$ cat src/rtl/ucs_pkg.sv
package ucs_pkg;

    // Four bytes of a cell or of the working buffer, first byte in slot 0.
    typedef logic [3:0][7:0] byte4_t;

    // One result item as it leaves the block.
    typedef struct packed {
        logic [7:0]  panel_index;
        logic [31:0] cell_bytes;
        logic [2:0]  byte_count;
        logic        last_cell;
    } cell_t;

    // Decision of the scan logic for the front of the working buffer.
    typedef struct packed {
        logic        can_emit;
        logic [2:0]  len;
        logic [31:0] cell_word;
        logic [2:0]  rem_cnt;
        byte4_t      rem_buf;
        logic        more;
        logic        last;
    } scan_t;

    localparam logic [7:0] PanelCountReset = 8'd7;

    localparam logic [7:0] ContMask   = 8'hC0;
    localparam logic [7:0] ContCode   = 8'h80;
    localparam logic [7:0] Lead2Mask  = 8'hE0;
    localparam logic [7:0] Lead2Code  = 8'hC0;
    localparam logic [7:0] Lead3Mask  = 8'hF0;
    localparam logic [7:0] Lead3Code  = 8'hE0;
    localparam logic [7:0] Lead4Mask  = 8'hF8;
    localparam logic [7:0] Lead4Code  = 8'hF0;

    localparam logic [20:0] Min2Byte  = 21'h80;
    localparam logic [20:0] Min3Byte  = 21'h800;
    localparam logic [20:0] SurrLow   = 21'hD800;
    localparam logic [20:0] SurrHigh  = 21'hDFFF;
    localparam logic [20:0] Min4Byte  = 21'h10000;
    localparam logic [20:0] MaxCode   = 21'h10FFFF;

    function automatic logic is_cont(input logic [7:0] b);
        return (b & ContMask) == ContCode;
    endfunction

    // Length of the cell at the front of b (n bytes present), or 0 to wait
    // for more bytes. Anything malformed gives a one-byte cell.
    function automatic logic [2:0] cell_len(input byte4_t b, input logic [2:0] n,
                                            input logic fin);
        logic [2:0]  need;
        logic [2:0]  r;
        logic        done;
        logic [20:0] cp;
        need = 3'd0;
        r    = 3'd1;
        done = 1'b0;
        cp   = '0;
        if (!b[0][7]) begin
            done = 1'b1;
        end
        else if ((b[0] & Lead2Mask) == Lead2Code) begin
            need = 3'd2;
        end
        else if ((b[0] & Lead3Mask) == Lead3Code) begin
            need = 3'd3;
        end
        else if ((b[0] & Lead4Mask) == Lead4Code) begin
            need = 3'd4;
        end
        else begin
            done = 1'b1;
        end
        // Followers in order: a missing one waits unless the text ends, a wrong one rejects.
        for (int j = 1; j < 4; j++) begin
            if (!done && j < need) begin
                if (j >= n) begin
                    done = 1'b1;
                    r    = fin ? 3'd1 : 3'd0;
                end
                else if (!is_cont(b[j])) begin
                    done = 1'b1;
                    r    = 3'd1;
                end
            end
        end
        // A complete sequence is judged by its value.
        if (!done) begin
            if (need == 3'd2) begin
                cp = {10'd0, b[0][4:0], b[1][5:0]};
                r  = (cp < Min2Byte) ? 3'd1 : 3'd2;
            end
            else if (need == 3'd3) begin
                cp = {5'd0, b[0][3:0], b[1][5:0], b[2][5:0]};
                r  = (cp < Min3Byte || (cp >= SurrLow && cp <= SurrHigh)) ? 3'd1 : 3'd3;
            end
            else begin
                cp = {b[0][2:0], b[1][5:0], b[2][5:0], b[3][5:0]};
                r  = (cp < Min4Byte || cp > MaxCode) ? 3'd1 : 3'd4;
            end
        end
        return r;
    endfunction

    // Drop len bytes from the front of b.
    function automatic byte4_t shift_bytes(input byte4_t b, input logic [2:0] len);
        byte4_t     o;
        logic [3:0] idx;
        for (int i = 0; i < 4; i++) begin
            idx = 4'(i) + {1'b0, len};
            o[i] = (idx < 4'd4) ? b[idx[1:0]] : 8'h00;
        end
        return o;
    endfunction

    // Keep the first len bytes, zero the rest.
    function automatic logic [31:0] pack_cell(input byte4_t b, input logic [2:0] len);
        byte4_t o;
        for (int i = 0; i < 4; i++) begin
            o[i] = (3'(i) < len) ? b[i] : 8'h00;
        end
        return o;
    endfunction

endpackage

$ cat src/rtl/ucs_if.sv
// Byte channel: one optional text byte and its end mark per item.
interface ucs_byte_if;
    logic       valid;
    logic       ready;
    logic [7:0] data_byte;
    logic       has_byte;
    logic       text_end;
    modport source (output valid, data_byte, has_byte, text_end, input ready);
    modport sink   (input valid, data_byte, has_byte, text_end, output ready);
endinterface

// Cell channel: one code point cell per item.
interface ucs_cell_if;
    logic        valid;
    logic        ready;
    logic [7:0]  panel_index;
    logic [31:0] cell_bytes;
    logic [2:0]  byte_count;
    logic        last_cell;
    modport source (output valid, panel_index, cell_bytes, byte_count, last_cell,
                    input ready);
    modport sink   (input valid, panel_index, cell_bytes, byte_count, last_cell,
                    output ready);
endinterface

// Configuration write channel for the panel count.
interface ucs_cfg_if;
    logic       valid;
    logic       ready;
    logic [7:0] panel_count;
    modport source (output valid, panel_count, input ready);
    modport sink   (input valid, panel_count, output ready);
endinterface

$ cat src/rtl/ucs_scan.sv
module ucs_scan (
    input  ucs_pkg::byte4_t buf_bytes,
    input  logic [2:0]      cnt,
    input  logic            fin,
    input  logic [7:0]      panels,
    input  logic [7:0]      panel_count,
    output ucs_pkg::scan_t  scan
);
    import ucs_pkg::*;

    logic       full;
    logic [2:0] len1;
    logic [2:0] len2;
    logic [7:0] panels_inc;

    always_comb begin
        // Judge the cell at the front of the buffer.
        full = panels >= panel_count;
        len1 = cell_len(buf_bytes, cnt, fin);
        scan.can_emit  = (cnt != 3'd0) && !full && (len1 != 3'd0);
        scan.len       = len1;
        scan.cell_word = pack_cell(buf_bytes, len1);
        scan.rem_cnt   = cnt - len1;
        scan.rem_buf   = shift_bytes(buf_bytes, len1);

        // Look one cell further to see whether this item goes on after this cell.
        panels_inc = panels + 8'd1;
        len2       = cell_len(scan.rem_buf, scan.rem_cnt, fin);
        scan.more  = (scan.rem_cnt != 3'd0) && (panels_inc < panel_count) && (len2 != 3'd0);
        scan.last  = fin && !scan.more;
    end

endmodule

$ cat src/rtl/ucs_out_stage.sv
module ucs_out_stage (
    input  logic                 clk,
    input  logic                 rst_n,
    input  logic                 load,
    input  ucs_pkg::cell_t       load_cell,
    output logic                 free,
    ucs_cell_if.source           cell_ch
);
    import ucs_pkg::*;

    logic  valid_reg;
    logic  valid_next;
    cell_t cell_reg;

    // The register can take a new cell when empty or being drained.
    assign free       = !valid_reg || cell_ch.ready;
    assign valid_next = free ? load : valid_reg;

    always_ff @(posedge clk or negedge rst_n)
    begin
        if (!rst_n)
        begin
            valid_reg <= 1'b0;
        end
        else
        begin
            valid_reg <= valid_next;
        end
    end

    always_ff @(posedge clk)
    begin
        if (free && load)
        begin
            cell_reg <= load_cell;
        end
    end

    assign cell_ch.valid       = valid_reg;
    assign cell_ch.panel_index = cell_reg.panel_index;
    assign cell_ch.cell_bytes  = cell_reg.cell_bytes;
    assign cell_ch.byte_count  = cell_reg.byte_count;
    assign cell_ch.last_cell   = cell_reg.last_cell;

endmodule

$ cat src/rtl/utf8_codepoint_splitter.sv
// Path: an accepted byte item enters the working buffer; its cells go to the result register.
// Throughput: one item per cycle while each item yields at most one cell and the result
// register is free; an item yielding up to four cells (re-examined bytes after a broken
// sequence, or a flush) holds the input until its last cell, one cell per free cycle.
// Reset: pending bytes and the panel counter clear, the panel count returns to seven.
module utf8_codepoint_splitter (
    input  logic        clk,
    input  logic        rst_n,
    ucs_byte_if.sink    byte_ch,
    ucs_cell_if.source  cell_ch,
    ucs_cfg_if.sink     cfg
);
    import ucs_pkg::*;

    byte4_t     buf_reg;
    byte4_t     buf_next;
    logic [2:0] cnt_reg;
    logic [2:0] cnt_next;
    logic       fin_reg;
    logic       fin_next;
    logic       active_reg;
    logic       active_next;
    logic [7:0] panels_reg;
    logic [7:0] panels_next;
    logic [7:0] panel_count_reg;

    scan_t      scan;
    cell_t      load_cell;
    logic       out_free;
    logic       fire_cell;
    logic       fire_bare;
    logic       step_end;
    logic       take;
    byte4_t     buf_after;
    logic [2:0] cnt_after;
    logic [7:0] panels_after;

    // Configuration register; always ready.
    assign cfg.ready = 1'b1;

    always_ff @(posedge clk or negedge rst_n)
    begin
        if (!rst_n)
        begin
            panel_count_reg <= PanelCountReset;
        end
        else if (cfg.valid && cfg.ready)
        begin
            panel_count_reg <= cfg.panel_count;
        end
    end

    ucs_scan u_scan (
        .buf_bytes   (buf_reg),
        .cnt         (cnt_reg),
        .fin         (fin_reg),
        .panels      (panels_reg),
        .panel_count (panel_count_reg),
        .scan        (scan)
    );

    // Emit a cell, or a bare end result when an end item yields no cell.
    always_comb begin
        fire_cell = active_reg && scan.can_emit && out_free;
        fire_bare = active_reg && !scan.can_emit && fin_reg && out_free;
        step_end  = active_reg && ((scan.can_emit && out_free && !scan.more) ||
                                   (!scan.can_emit && (!fin_reg || out_free)));
        if (fire_cell)
        begin
            load_cell.panel_index = panels_reg;
            load_cell.cell_bytes  = scan.cell_word;
            load_cell.byte_count  = scan.len;
            load_cell.last_cell   = scan.last;
        end
        else
        begin
            load_cell = '0;
            load_cell.last_cell = 1'b1;
        end
    end

    ucs_out_stage u_out (
        .clk       (clk),
        .rst_n     (rst_n),
        .load      (fire_cell || fire_bare),
        .load_cell (load_cell),
        .free      (out_free),
        .cell_ch   (cell_ch)
    );

    // State as this cycle leaves it, before any new item is merged.
    always_comb begin
        if (fire_cell)
        begin
            buf_after    = scan.rem_buf;
            cnt_after    = scan.rem_cnt;
            panels_after = panels_reg + 8'd1;
        end
        else
        begin
            buf_after    = buf_reg;
            cnt_after    = cnt_reg;
            panels_after = panels_reg;
        end
        if (step_end)
        begin
            if (fin_reg)
            begin
                cnt_after    = 3'd0;
                panels_after = 8'd0;
            end
            else if (panels_after >= panel_count_reg)
            begin
                cnt_after = 3'd0;
            end
        end
    end

    // A new item enters as soon as the current one finishes.
    assign byte_ch.ready = !active_reg || step_end;
    assign take          = byte_ch.valid && byte_ch.ready;

    always_comb begin
        buf_next    = buf_after;
        cnt_next    = cnt_after;
        panels_next = panels_after;
        fin_next    = fin_reg;
        active_next = active_reg && !step_end;
        if (take)
        begin
            fin_next    = byte_ch.text_end;
            active_next = byte_ch.has_byte || byte_ch.text_end;
            if (byte_ch.has_byte && panels_after < panel_count_reg)
            begin
                buf_next[cnt_after[1:0]] = byte_ch.data_byte;
                cnt_next = cnt_after + 3'd1;
            end
        end
    end

    always_ff @(posedge clk or negedge rst_n)
    begin
        if (!rst_n)
        begin
            cnt_reg    <= 3'd0;
            fin_reg    <= 1'b0;
            active_reg <= 1'b0;
            panels_reg <= 8'd0;
        end
        else
        begin
            cnt_reg    <= cnt_next;
            fin_reg    <= fin_next;
            active_reg <= active_next;
            panels_reg <= panels_next;
        end
    end

    always_ff @(posedge clk)
    begin
        buf_reg <= buf_next;
    end

endmodule

$ cat src/flat_wrapper.sv
// flat-port wrapper written by rule: the top's interface ports become plain ports
module utf8_codepoint_splitter_flat import ucs_pkg::*;
  (clk, rst_n, byte_ch_valid, byte_ch_data_byte, byte_ch_has_byte, byte_ch_text_end, byte_ch_ready, cell_ch_valid, cell_ch_panel_index, cell_ch_cell_bytes, cell_ch_byte_count, cell_ch_last_cell, cell_ch_ready, cfg_valid, cfg_panel_count, cfg_ready);
  ucs_byte_if byte_ch_i ();
  ucs_cell_if cell_ch_i ();
  ucs_cfg_if cfg_i ();
  input  logic clk;
  input  logic rst_n;
  input wire logic [$bits(byte_ch_i.valid)-1:0] byte_ch_valid;
  input wire logic [$bits(byte_ch_i.data_byte)-1:0] byte_ch_data_byte;
  input wire logic [$bits(byte_ch_i.has_byte)-1:0] byte_ch_has_byte;
  input wire logic [$bits(byte_ch_i.text_end)-1:0] byte_ch_text_end;
  output wire logic [$bits(byte_ch_i.ready)-1:0] byte_ch_ready;
  output wire logic [$bits(cell_ch_i.valid)-1:0] cell_ch_valid;
  output wire logic [$bits(cell_ch_i.panel_index)-1:0] cell_ch_panel_index;
  output wire logic [$bits(cell_ch_i.cell_bytes)-1:0] cell_ch_cell_bytes;
  output wire logic [$bits(cell_ch_i.byte_count)-1:0] cell_ch_byte_count;
  output wire logic [$bits(cell_ch_i.last_cell)-1:0] cell_ch_last_cell;
  input wire logic [$bits(cell_ch_i.ready)-1:0] cell_ch_ready;
  input wire logic [$bits(cfg_i.valid)-1:0] cfg_valid;
  input wire logic [$bits(cfg_i.panel_count)-1:0] cfg_panel_count;
  output wire logic [$bits(cfg_i.ready)-1:0] cfg_ready;
  assign byte_ch_i.valid = byte_ch_valid;
  assign byte_ch_i.data_byte = byte_ch_data_byte;
  assign byte_ch_i.has_byte = byte_ch_has_byte;
  assign byte_ch_i.text_end = byte_ch_text_end;
  assign byte_ch_ready = byte_ch_i.ready;
  assign cell_ch_valid = cell_ch_i.valid;
  assign cell_ch_panel_index = cell_ch_i.panel_index;
  assign cell_ch_cell_bytes = cell_ch_i.cell_bytes;
  assign cell_ch_byte_count = cell_ch_i.byte_count;
  assign cell_ch_last_cell = cell_ch_i.last_cell;
  assign cell_ch_i.ready = cell_ch_ready;
  assign cfg_i.valid = cfg_valid;
  assign cfg_i.panel_count = cfg_panel_count;
  assign cfg_ready = cfg_i.ready;
  utf8_codepoint_splitter u_core (.clk(clk), .rst_n(rst_n), .byte_ch(byte_ch_i), .cell_ch(cell_ch_i), .cfg(cfg_i));
endmodule
$ cat config.mk
export PLATFORM = sky130hd
export DESIGN_NAME = utf8_codepoint_splitter_flat
export DESIGN_NICKNAME = d
export VERILOG_FILES = /design/src/rtl/ucs_pkg.sv /design/src/rtl/ucs_if.sv /design/src/rtl/ucs_scan.sv /design/src/rtl/ucs_out_stage.sv /design/src/rtl/utf8_codepoint_splitter.sv /design/src/flat_wrapper.sv
export SDC_FILE = /design/constraint.sdc
export NUM_CORES = 1
export LEC_CHECK = 0
export BUFFER_PORTS_ARGS = -buffer_cell sky130_fd_sc_hd__buf_2
export CAP_MARGIN = 5
export CORE_MARGIN = 4
export CORE_UTILIZATION = 30
export CTS_BUF_LIST = sky130_fd_sc_hd__clkbuf_8
export DETAILED_ROUTE_END_ITERATION = 8
export GPL_ROUTABILITY_DRIVEN = 0
export MAX_ROUTING_LAYER = met4
export RECOVER_POWER = 50
export SETUP_SLACK_MARGIN = 0.02
export SYNTH_ARGS = -nofsm -noshare
export SYNTH_HDL_FRONTEND = slang
export SYNTH_SLANG_ARGS = --single-unit
export TNS_END_PERCENT = 100
$ cat constraint.sdc
create_clock -name clk -period 15.1 [get_ports clk]
set_clock_uncertainty 0.1 [all_clocks]
set_input_delay 1.51 -clock clk [delete_from_list [all_inputs] [get_ports clk]]
set_output_delay 1.51 -clock clk [all_outputs]
set_load 0.05 [all_outputs]
==> flow_metrics.py <==
metrics = {
    "floorplanning": {
        "die_height_um": 148,
        "start_util": 0.304,
        "chipWidth_um": 148,
        "die_area_um2": 22000,
        "io_pins": 70,
        "fp.coreArea_um2": 19500,
        "std_cell_rows": 51,
    },
    "power": {
        "clockPowerShare": 0.119,
        "total_power_mw": 1.43,
        "pwr-share-seq": 0.341,
        "pwr-share-comb": 0.540,
        "ir_drop_mv": 0.0549,
        "p_leak_nw": 2.71,
        "p_per_area_nw_per_um2": 214,
        "p_switching_uw": 735,
        "p_int_uw": 696,
        "p_sw_frac": 0.513,
    },
    "grt": {
        "grtUsageTotal": 0.140,
        "antenna_found_initial": 1,
        "overflow": 0,
        "grt_max_degree": 46,
        "first_global_vias": 4355,
        "grt_pass1_wl_um": 24100,
    },
    "synth": {
        "synthAdderAreaFrac": 0.0880,
        "synth-seq-area-share": 0.425,
        "ys_ff_latch": 98,
        "ys_warn_count": 0,
        "synth_top_family_by_area": "simple AND/OR/NAND/NOR gates",
        "ys_types": 68,
        "syn_area_um2": 5920,
        "synth_cells": 549,
        "synth_compound_area_frac": 0.148,
        "synth_ff_type": "edfxtp_1",
        "synthSimpleGateAreaFrac": 0.161,
        "synthXorXnorAreaFrac": 0.0296,
        "synth_edf_count": 44,
        "syn_area_per_cell_um2": 10.8,
        "muxShareOfSynthArea": 0.118,
        "async_flop_share": 0.224,
    },
    "sta": {
        "setup_viol": 0,
        "setup_ws_ns": 6.87,
        "rsz0062_at_grt": "false",
        "slew-limit-headroom": -0.361,
        "drv_slew": 46,
        "post-route-period-util": 0.545,
        "tns_ns": 0,
        "worstMarginPinSlew_ns": 2.04,
        "min_period_ns": 8.23,
        "clock.fmax_mhz": 122,
        "hold_viol": 0,
    },
    "cells_and_area": {
        "nNetsFinal": 677,
        "nFillCells": 1976,
        "utilization": 0.343,
        "area_growth_syn_to_layout_pct": 12.8,
        "layout-drive-gt1-share": 0.133,
    },
    "hold_path": {
        "min_path_type": "flop to flop",
        "whs_path_depth": 2,
    },
    "clock_tree": {
        "clockBufferDepth": 2,
        "cts_setup_buffers": 0,
        "clkTransAtPathRegs_ns": 0.11,
        "htree_num_levels": 3,
        "cts_buffers": 9,
        "clk_latency_ns": 0.39,
        "cts_tree": "done",
        "cts_root_buf": "clkbuf_8",
        "hold_buffers": 0,
        "clkSinkCount": 98,
        "cts_resized": 0,
    },
    "worst_setup_path": {
        "cp-start-kind": "flop",
        "worstSetupEndpointType": "flop",
        "r2r_setup_slack_ns": 6.87,
        "cp.arrival_ns": 8.41,
        "worstRegToRegCells": 27,
        "cp_max_fo": 45,
        "critPathKind": "flop to flop",
        "cp_data_required_time_ns": 15.29,
    },
    "status": {
        "status": "finished with violations",
        "violations": "max-capacitance violations, max-slew violations",
    },
    "routing": {
        "drt_pre_antenna_iters": 5,
        "final_antenna_net_count": 0,
        "routed_wl_um": 14800,
        "first_iter_violations": 482,
        "wire_per_inst_um": 16.7,
        "via_count": 4490,
        "viasPerCell": 5.08,
        "drc": 0,
    },
    "place": {
        "portBuffers": 68,
        "dp_hpwl_um": 10900,
        "place_worst_setup_slack_ns": 8.05,
    },
    "run": {
        "maxCapViolCount": 1,
    },
}
final cells by class:
class	instances	area, um2	area share
Multi-Input combinational cell	411	3250	0.487
Sequential cell	98	2520	0.377
Tap cell	265	332	0.0497
Timing Repair Buffer	71	297	0.0444
Clock buffer	9	124	0.0186
Inverter	22	82.6	0.0124
Clock inverter	7	73.8	0.0111
Antenna cell	1	2.50	0.000375
through the flow:
step           instance area (um2)  hold slack (ns)  cells
2_1_floorplan                 5920            0.452    551
6_report                      6680            0.517    884
3_3_place_gp                  6540            0.503    867
4_1_cts                       6740            0.533    883
5_1_grt                       6680            0.565    884
3_5_place_dp                  6540            0.504    867
layer usage:
layer	vias to the layer above	GRT usage	wire length, um
li1	2158	-	-
met1	2148	0.203	6990
met2	162	0.201	6580
met3	22	0.0256	956
met4	0	0.0416	252
met5	-	-	0
cells in the mapped netlist (all sizes together) (7+ instances only):
| cell | count | area share |
|---|---|---|
| inv | 22 | 0.014 |
| dfrtp | 19 | 0.080 |
| ha | 40 | 0.085 |
| nor3 | 9 | 0.0085 |
| nand2 | 50 | 0.032 |
| nand3 | 7 | 0.0059 |
| o21ai | 34 | 0.029 |
| mux2i | 9 | 0.015 |
| clkbuf | 13 | 0.0082 |
| a22o | 20 | 0.030 |
| nand2b | 7 | 0.0074 |
| nor2b | 14 | 0.015 |
| mux4 | 12 | 0.046 |
| and3 | 9 | 0.0095 |
| nor2 | 31 | 0.020 |
| dfxtp | 32 | 0.11 |
| xnor2 | 14 | 0.021 |
| a21o | 10 | 0.013 |
| edfxtp | 44 | 0.22 |
| mux2 | 30 | 0.057 |
| a21oi | 21 | 0.018 |
| and2 | 22 | 0.023 |
| buf | 7 | 0.0061 |
cell families (layout without fill, tap and decap cells):
kind of cell	after synthesis	after routing
adder cells (fa/ha/maj)	41	41
XOR/XNOR	20	20
multiplexers	51	51
flip-flops	98	98
other	2	5
AND/OR/NAND/NOR	173	173
buffers and inverters	42	109
AO/OA/AOI/OAI	122	122
cell usage in the layout (no fill, tap or decap), drive strengths merged, types with 3 or more instances in the layout:
cell / count
nand2: 50
nor2b: 14
xnor2: 14
a22oi: 3
o21ai: 34
and3: 9
conb: 4
nor3: 9
clkbuf: 58
o31ai: 4
o211ai: 4
nand2b: 7
edfxtp: 44
nor2: 31
mux2i: 9
ha: 40
nand3: 7
inv: 25
a211oi: 3
mux2: 30
dfstp: 3
a21oi: 21
mux4: 12
dfxtp: 32
a21o: 10
o21a: 4
a221o: 6
and2: 22
dfrtp: 19
a22o: 20
nand4: 6
nor4: 6
buf: 22
xor2: 6
power by group through the flow:
stage / Sequential [mW] / Combinational [mW] / Clock (mW)
after floorplan: 0.661 / 0.427 / 0
after global routing: 0.498 / 0.843 / 0.189
after detailed placement: 0.489 / 0.789 / 0
final: 0.487 / 0.772 / 0.171
after global placement: 0.489 / 0.786 / 0
after CTS: 0.482 / 0.792 / 0.175
worst paths after layout:
path                                                        start                                     end
min reg2reg                u_core.u_out.cell_ch.valid$_DFFE_PN0N_  u_core.u_out.cell_ch.valid$_DFFE_PN0N_
max reg2reg                             u_core.buf_reg[7]$_DFF_P_              u_core.buf_reg[10]$_DFF_P_
min in group asynchronous                                   rst_n          u_core.panels_reg[1]$_DFF_PN0_
max in group asynchronous                                   rst_n   u_core.panel_count_reg[4]$_DFFE_PN0P_
min                        u_core.u_out.cell_ch.valid$_DFFE_PN0N_  u_core.u_out.cell_ch.valid$_DFFE_PN0N_
max                                     u_core.buf_reg[7]$_DFF_P_              u_core.buf_reg[10]$_DFF_P_
critical path, cell delays in order (launching register included):
cell,delay [ns]
dfxtp_1,0.49
nand2_1,0.19
or4_4,0.55
or2_4,0.26
o31ai_4,0.22
clkbuf_1,1.00
ha_1,0.31
ha_1,0.15
a211oi_1,0.04
o31ai_1,0.09
a211o_1,0.18
clkbuf_1,1.46
nand2_1,0.22
nand2_1,0.15
ha_1,0.23
a21o_1,0.16
a21o_1,0.17
a21o_1,0.17
a21o_1,0.18
a21o_1,0.17
a21o_1,0.16
a211oi_1,0.25
nor4b_1,0.11
nand2b_1,0.23
inv_1,0.11
ha_1,0.19
nand4_4,0.19
mux2_1,0.38
Power figures use the tool's default switching activity.
